File: config.mk
export PLATFORM = sky130hd
export DESIGN_NAME = pcs_ctrl
export DESIGN_NICKNAME = d
export VERILOG_FILES = /design/src/rtl/pcs_pkg.sv /design/src/rtl/pcs_ctrl.sv
export SDC_FILE = /design/constraint.sdc
export NUM_CORES = 1
export LEC_CHECK = 0
export BUFFER_PORTS_ARGS = -buffer_cell sky130_fd_sc_hd__buf_2
export CAP_MARGIN = 20
export CORE_MARGIN = 3
export CORE_UTILIZATION = 45
export DETAILED_ROUTE_END_ITERATION = 8
export GPL_TIMING_DRIVEN = 0
export PLACE_DENSITY = 0.74
export RECOVER_POWER = 50
export SLEW_MARGIN = 20
export SYNTH_ARGS = -nofsm -noshare
export SYNTH_HDL_FRONTEND = slang
export SYNTH_SLANG_ARGS = --single-unit
File: constraint.sdc
create_clock -name clk -period 2.05 [get_ports clk]
set_input_delay 0.41 -clock clk [delete_from_list [all_inputs] [get_ports clk]]
set_output_delay 0.41 -clock clk [all_outputs]
set_load 0.01 [all_outputs]
File: src/rtl/pcs_pkg.sv
`default_nettype none
// ----------------------------------------------------------------------------
// pcs_pkg
// Shared constants and controller/datapath interface types for the
// percentile contrast stretch block.
// ----------------------------------------------------------------------------
package pcs_pkg;

  localparam int LEVELS    = 256;
  localparam int LVL_W     = 8;
  localparam int PPM_W     = 20;
  localparam int CFG_IDX_W = 1;
  localparam int DIV_STEPS = 8;

  localparam logic [PPM_W-1:0] PPM_ONE = 20'd1000000;
  localparam logic [PPM_W-1:0] LOW_CUT_RST  = 20'd10;
  localparam logic [PPM_W-1:0] HIGH_CUT_RST = 20'd5000;

  localparam int DEF_MAX_FRAME_PIXELS = 4194304;

  localparam logic [CFG_IDX_W-1:0] CFG_LOW_CUT  = 1'b0;
  localparam logic [CFG_IDX_W-1:0] CFG_HIGH_CUT = 1'b1;

  localparam logic OP_ACCUM   = 1'b0;
  localparam logic OP_STRETCH = 1'b1;

  localparam logic KIND_REPORT = 1'b0;
  localparam logic KIND_PIXEL  = 1'b1;

  localparam logic [LVL_W-1:0] LVL_MIN = 8'd0;
  localparam logic [LVL_W-1:0] LVL_MAX = 8'd255;

  typedef struct packed {
    logic cap;
    logic acc_rd;
    logic acc_wr;
    logic scan_init;
    logic scan_rd;
    logic scan_add;
    logic scan_mul;
    logic scan_cmp;
    logic scan_step;
    logic div_init;
    logic div_step;
    logic emit;
  } cmd_t;

  typedef struct packed {
    logic op;
    logic last;
    logic hit;
    logic idx_end;
    logic dir;
    logic div_last;
    logic out_free;
  } sts_t;

endpackage
`default_nettype wire

File: src/rtl/pcs_ctrl.sv
`default_nettype none
// ----------------------------------------------------------------------------
// pcs_ctrl
// Sequencer: accumulate, histogram scan, division and result hand-off.
// ----------------------------------------------------------------------------
module pcs_ctrl (
  input  wire logic         clk,
  input  wire logic         rst_n,
  input  wire logic         in_valid,
  output logic              in_stall,
  input  pcs_pkg::sts_t     sts,
  output pcs_pkg::cmd_t     cmd
);

  typedef enum logic [9:0] {
    ST_IDLE    = 10'b0000000001,
    ST_DEC     = 10'b0000000010,
    ST_ACC_RD  = 10'b0000000100,
    ST_ACC_WR  = 10'b0000001000,
    ST_SC_INIT = 10'b0000010000,
    ST_SC_RD   = 10'b0000100000,
    ST_SC_ADD  = 10'b0001000000,
    ST_SC_MUL  = 10'b0010000000,
    ST_SC_CMP  = 10'b0100000000,
    ST_DIV     = 10'b1000000000
  } state_t;

  state_t state_r, state_nxt;
  logic   emit_r, emit_nxt;

  assign in_stall = (state_r != ST_IDLE) || emit_r;

  always_comb begin
    state_nxt = state_r;
    emit_nxt  = emit_r;
    cmd       = '0;
    if (emit_r) begin
      if (sts.out_free) begin
        cmd.emit = 1'b1;
        emit_nxt = 1'b0;
      end
    end else begin
      case (state_r)
        ST_IDLE: begin
          if (in_valid) begin
            cmd.cap   = 1'b1;
            state_nxt = ST_DEC;
          end
        end
        ST_DEC: begin
          if (sts.op == pcs_pkg::OP_STRETCH) begin
            cmd.div_init = 1'b1;
            state_nxt    = ST_DIV;
          end else begin
            cmd.acc_rd = 1'b1;
            state_nxt  = ST_ACC_WR;
          end
        end
        ST_ACC_RD: begin
          cmd.acc_rd = 1'b1;
          state_nxt  = ST_ACC_WR;
        end
        ST_ACC_WR: begin
          cmd.acc_wr = 1'b1;
          state_nxt  = sts.last ? ST_SC_INIT : ST_IDLE;
        end
        ST_SC_INIT: begin
          cmd.scan_init = 1'b1;
          state_nxt     = ST_SC_RD;
        end
        ST_SC_RD: begin
          cmd.scan_rd = 1'b1;
          state_nxt   = ST_SC_ADD;
        end
        ST_SC_ADD: begin
          cmd.scan_add = 1'b1;
          state_nxt    = ST_SC_MUL;
        end
        ST_SC_MUL: begin
          cmd.scan_mul = 1'b1;
          state_nxt    = ST_SC_CMP;
        end
        ST_SC_CMP: begin
          if (sts.hit || sts.idx_end) begin
            cmd.scan_cmp = 1'b1;
            if (sts.dir) begin
              state_nxt = ST_IDLE;
              emit_nxt  = 1'b1;
            end else begin
              state_nxt = ST_SC_INIT;
            end
          end else begin
            cmd.scan_step = 1'b1;
            state_nxt     = ST_SC_RD;
          end
        end
        ST_DIV: begin
          cmd.div_step = 1'b1;
          if (sts.div_last) begin
            state_nxt = ST_IDLE;
            emit_nxt  = 1'b1;
          end
        end
        default: state_nxt = ST_IDLE;
      endcase
    end
  end

  always_ff @(posedge clk) begin
    if (!rst_n) begin
      state_r <= ST_IDLE;
      emit_r  <= 1'b0;
    end else begin
      state_r <= state_nxt;
      emit_r  <= emit_nxt;
    end
  end

endmodule
`default_nettype wire

Word level (Yosys, flattened, before mapping)
Cells that the tools add are included.
- output and inout bits: 13
- bits in registers: 11
- word-level logic and storage cells: 50
- input bits: 10
- equality and inequality tests: 13
- muxes and demuxes: 31
- bitwise operators: 1
- reduce and logical (&&, ||, !) cells: 3
- operators with widths (operator ; count):
    $pmux 10 s10 ; 1
    $mux 10 ; 4
    $mux 1 ; 20
    $mux 11 ; 1
    $eq 10x1->1 const B ; 1
    $eq 10x10->1 const B ; 1
    $eq 10x2->1 const B ; 1
    $eq 10x3->1 const B ; 1
    $eq 10x4->1 const B ; 1
    $eq 10x5->1 const B ; 1
    $eq 10x6->1 const B ; 1
    $eq 10x7->1 const B ; 1
    $eq 10x8->1 const B ; 1
    $eq 10x9->1 const B ; 1
    $mux 5 ; 2
    $ne 10x1->1 const B ; 1
    $ne 2x2->1 const B ; 2
    $pmux 1 s2 ; 2
    $reduce_and 3->1 ; 1
    $logic_or 1x1->1 ; 2
    $mux 2 ; 1
    $not 1->1 ; 1

Longest topological paths before layout
- depth in word-level cells: 4
- gate-level depth with buffers: 6
- mapped depth without buffers: 4

Worst setup path before layout
OpenSTA, ideal clock, no wires.
- kind: register -> output
- start point: register state_r[4]
- end point: output cmd[5] (netlist bit)
- path slack: -22 ps
- arrival time: 1662 ps
- cell stages (with the launch flop): 5
- required time: 1640 ps
- path through: dfxtp_1 -> or4_1 -> buf_6 -> nand2b_2 -> nor4_1
- RTL lines (what ; RTL line ; RTL):
    start: declaration ; pcs_ctrl.sv:28 ; state_t state_r, state_nxt;
    start signal: assignment ; pcs_ctrl.sv:114 ; state_r <= state_nxt;
    end: declaration ; pcs_ctrl.sv:12 ; output pcs_pkg::cmd_t cmd

==> out/metrics.cfg <==
[sta]
max-slew-margin-rel = 0.5332
rsz0062_at_grt = yes
min_period_over_period = 1.121
whs_ps = 400.0
hold_viol_final = 0
tightestPinTransition_ps = 700.1
slew_violations = 0
period_needed_ps = 2298
skew_ps = 14.20
fmax_ghz = 0.4352
fin_ws_ps = -247.9
setup_viol = 18

[synth]
syn_nets = 113
yosys_warnings = 0
seq_area_frac_synth = 0.2512
syn_inst = 103
syn_avg_cell_area_um2 = 7.738
synth_area_um2 = 797.0
synth_cell_type_count = 32
synth_seq_cells = 10

[setup_path]
critPathLaunchType = register
rr_endpoint = state_r[0]
max_stage_delay_ps = 610
r2r_slack_ps = -150
cpLargestDelayFamily = simple AND/OR/NAND/NOR gates
path_cells = or4_4, buf_4, nor4b_4, buf_2
critPathMaxFanout = 6
arrival_ps = 1890
r2r_start = state_r[4]
path_class = reg -> out
cp-end-kind = output pin
path_depth = 4
slowest_stage = or4_4
worst-path-buf-inv = 2
reg2regPathDepth = 5
cp.required_ps = 1640

[die]
die_width_um = 48.09
die-area_mm2 = 0.002312
top_level_ports = 23
die-height_um = 48.09
fp-row-count = 14
coreArea_mm2 = 0.001594
initial_core_util = 0.5000

[clock_network]
clock_latency_ps = 290
cts_buffers = 3
hold_buffers = 0
cts_root_buffer = clkbuf_4
cts_max_level = 1
clockBufferDepth = 2
cts_sinks = 10
path_clk_slew_ps = 90
cts_tree = yes

[global_routing]
grt_max_degree = 11
grt_overflow_total = 0
grt_usage = 0.2343
antenna_found_initial = 0
grt_pass1_wl_mm = 3.739
grt_pass1_vias = 858

[routing]
vias = 1029
drt_pass1_iterations = 4
drc = 0
wl_per_cell_um = 16.98
antenna_left = 0
routed_wl_mm = 2.853
drt_iter0_markers = 24
routed_via_density = 6.125

[worst_hold_path]
hold_depth = 2
hold_end = state_r[8]
hold_start = rst_n
hold_path.class = in -> reg

[power]
power_density_mw_per_mm2 = 865.3
irDropWorstVdd_mv = 0.6432
power_leakage_uw = 0.0005566

[run_status]
violations = negative setup slack
status = complete, but fails checks

[finish]
area_growth_pct = 63.58
diodes = 0
nets = 155
drive_gt1_frac = 0.6111

[place]
hpwl_mm = 1.545
pre_cts_ws_ps = -153.4
place_congestion = 0.8218
numPortBuffers = 22

[run]
drv_cap = 0

routing by layer:
| layer | vias up | track usage | part of all wire |
|---|---|---|---|
| li1 | 482 | - | - |
| met2 | 48 | 0.3747 | 0.50 |
| met1 | 484 | 0.2854 | 0.40 |
| met3 | 15 | 0.04511 | 0.062 |
| met4 | 0 | 0.1452 | 0.034 |
| met5 | - | 0 | 0 |
timing repair:
action | in CTS | in global routing
setup endpoints to repair | 20 | 21
pin swaps | 7 | 5
gates resized for setup | 28 | 19
setup buffers | 8 | 12
endpoints found under the hold margin | 0 | 0
cells in the final DEF, fill, tap and decap left out, types with 3 or more instances in the layout:
cell / synthesis / layout
or4_4: 1 / 3
clkbuf_4: 0 / 3
nor2_1: 6 / 5
a211oi_1: 4 / 3
dfxtp_2: 0 / 4
inv_1: 6 / 6
a21oi_1: 6 / 4
dfxtp_4: 0 / 4
nor4_1: 7 / 3
a21boi_2: 0 / 3
buf_4: 0 / 19
nor4b_1: 5 / 3
buf_2: 0 / 22
nor3_1: 11 / 8
nor4b_4: 0 / 3
o21a_1: 3 / 3
nand2_1: 4 / 3
nor4_4: 0 / 5
o21ai_0: 3 / 3
where the power goes:
part	internal, uW	switching [uW]
sequential	230	41.1
clock	108	90.7
combinational	291	367
registers in the layout (all words and copies together) (netlist names):
name and count:
emit_r 1, state_r 9
worst max-delay path by stage:
stage | from | endpoint | slack, ps
2_1_floorplan | state_r[4] | cmd[4] | 20
3_3_place_gp | state_r[4] | cmd[4] | -150
3_5_place_dp | state_r[4] | cmd[4] | -150
4_1_cts | state_r[0] | cmd[4] | -190
5_1_grt | state_r[4] | cmd[6] | -300
6_report | state_r[4] | cmd[6] | -250
area by class of cell:
class | count | area, um2
sequential | 10 | 220.2
tap | 24 | 30.03
clock buffer | 4 | 36.28
multi-input combinational | 80 | 721.9
timing repair buffer | 42 | 264.0
fill | 99 | 290.3
buffer | 2 | 8.758
inverter | 6 | 22.52
synthesized netlist by cell type:
cell | instances | area share
and2_1 | 1 | 0.0079
nand2_1 | 4 | 0.019
nand2b_2 | 1 | 0.011
o21ai_0 | 3 | 0.019
o32ai_1 | 1 | 0.011
a22oi_1 | 1 | 0.0094
a211oi_1 | 4 | 0.038
a41oi_1 | 2 | 0.022
nor2_1 | 6 | 0.028
nor4b_1 | 5 | 0.055
a21oi_1 | 6 | 0.038
o21a_1 | 3 | 0.028
nor4_1 | 7 | 0.055
xor2_1 | 2 | 0.022
or4b_2 | 3 | 0.038
nor2b_1 | 2 | 0.016
or4_1 | 2 | 0.019
buf_6 | 2 | 0.028
a21boi_1 | 3 | 0.028
dfxtp_1 | 10 | 0.25
or2_2 | 2 | 0.016
or4_4 | 1 | 0.014
clkbuf_1 | 5 | 0.024
or3b_2 | 2 | 0.022
a41o_1 | 1 | 0.013
nand2b_1 | 1 | 0.0079
inv_1 | 6 | 0.028
nor3_1 | 11 | 0.069
nor4b_2 | 1 | 0.019
a221oi_1 | 1 | 0.011
nand3_1 | 3 | 0.019
nor4_2 | 1 | 0.016
cells by family after synthesis:
family | after synthesis | share of synthesized area
compound gates | 25 | 0.2166
xor+xnor | 2 | 0.02198
buf+inv | 13 | 0.08006
flops | 10 | 0.2512
simple gates | 53 | 0.4301
worst register-to-register path, delay by kind of cell (launching register included):
| family | cells | cell delay, ps |
|---|---|---|
| buf+inv | 1 | 190 |
| compound gates | 2 | 280 |
| simple gates | 2 | 1230 |
| flops | 1 | 360 |
through the flow:
stage	util	setup TNS (ps)	total power, uW	instance area, um2	instances
after CTS	0.7166	-1566	985.9	1142	157
after global routing	0.8179	-3000	1179	1304	168
after global placement	0.5918	-465.6	661.0	943.4	149
final	0.8179	-2185	1128	1304	168
after detailed placement	0.5918	-812.5	667.0	943.4	149
after floorplan	-	0	558.1	803.3	103
Note: power is estimated with default switching activity, not from simulation.
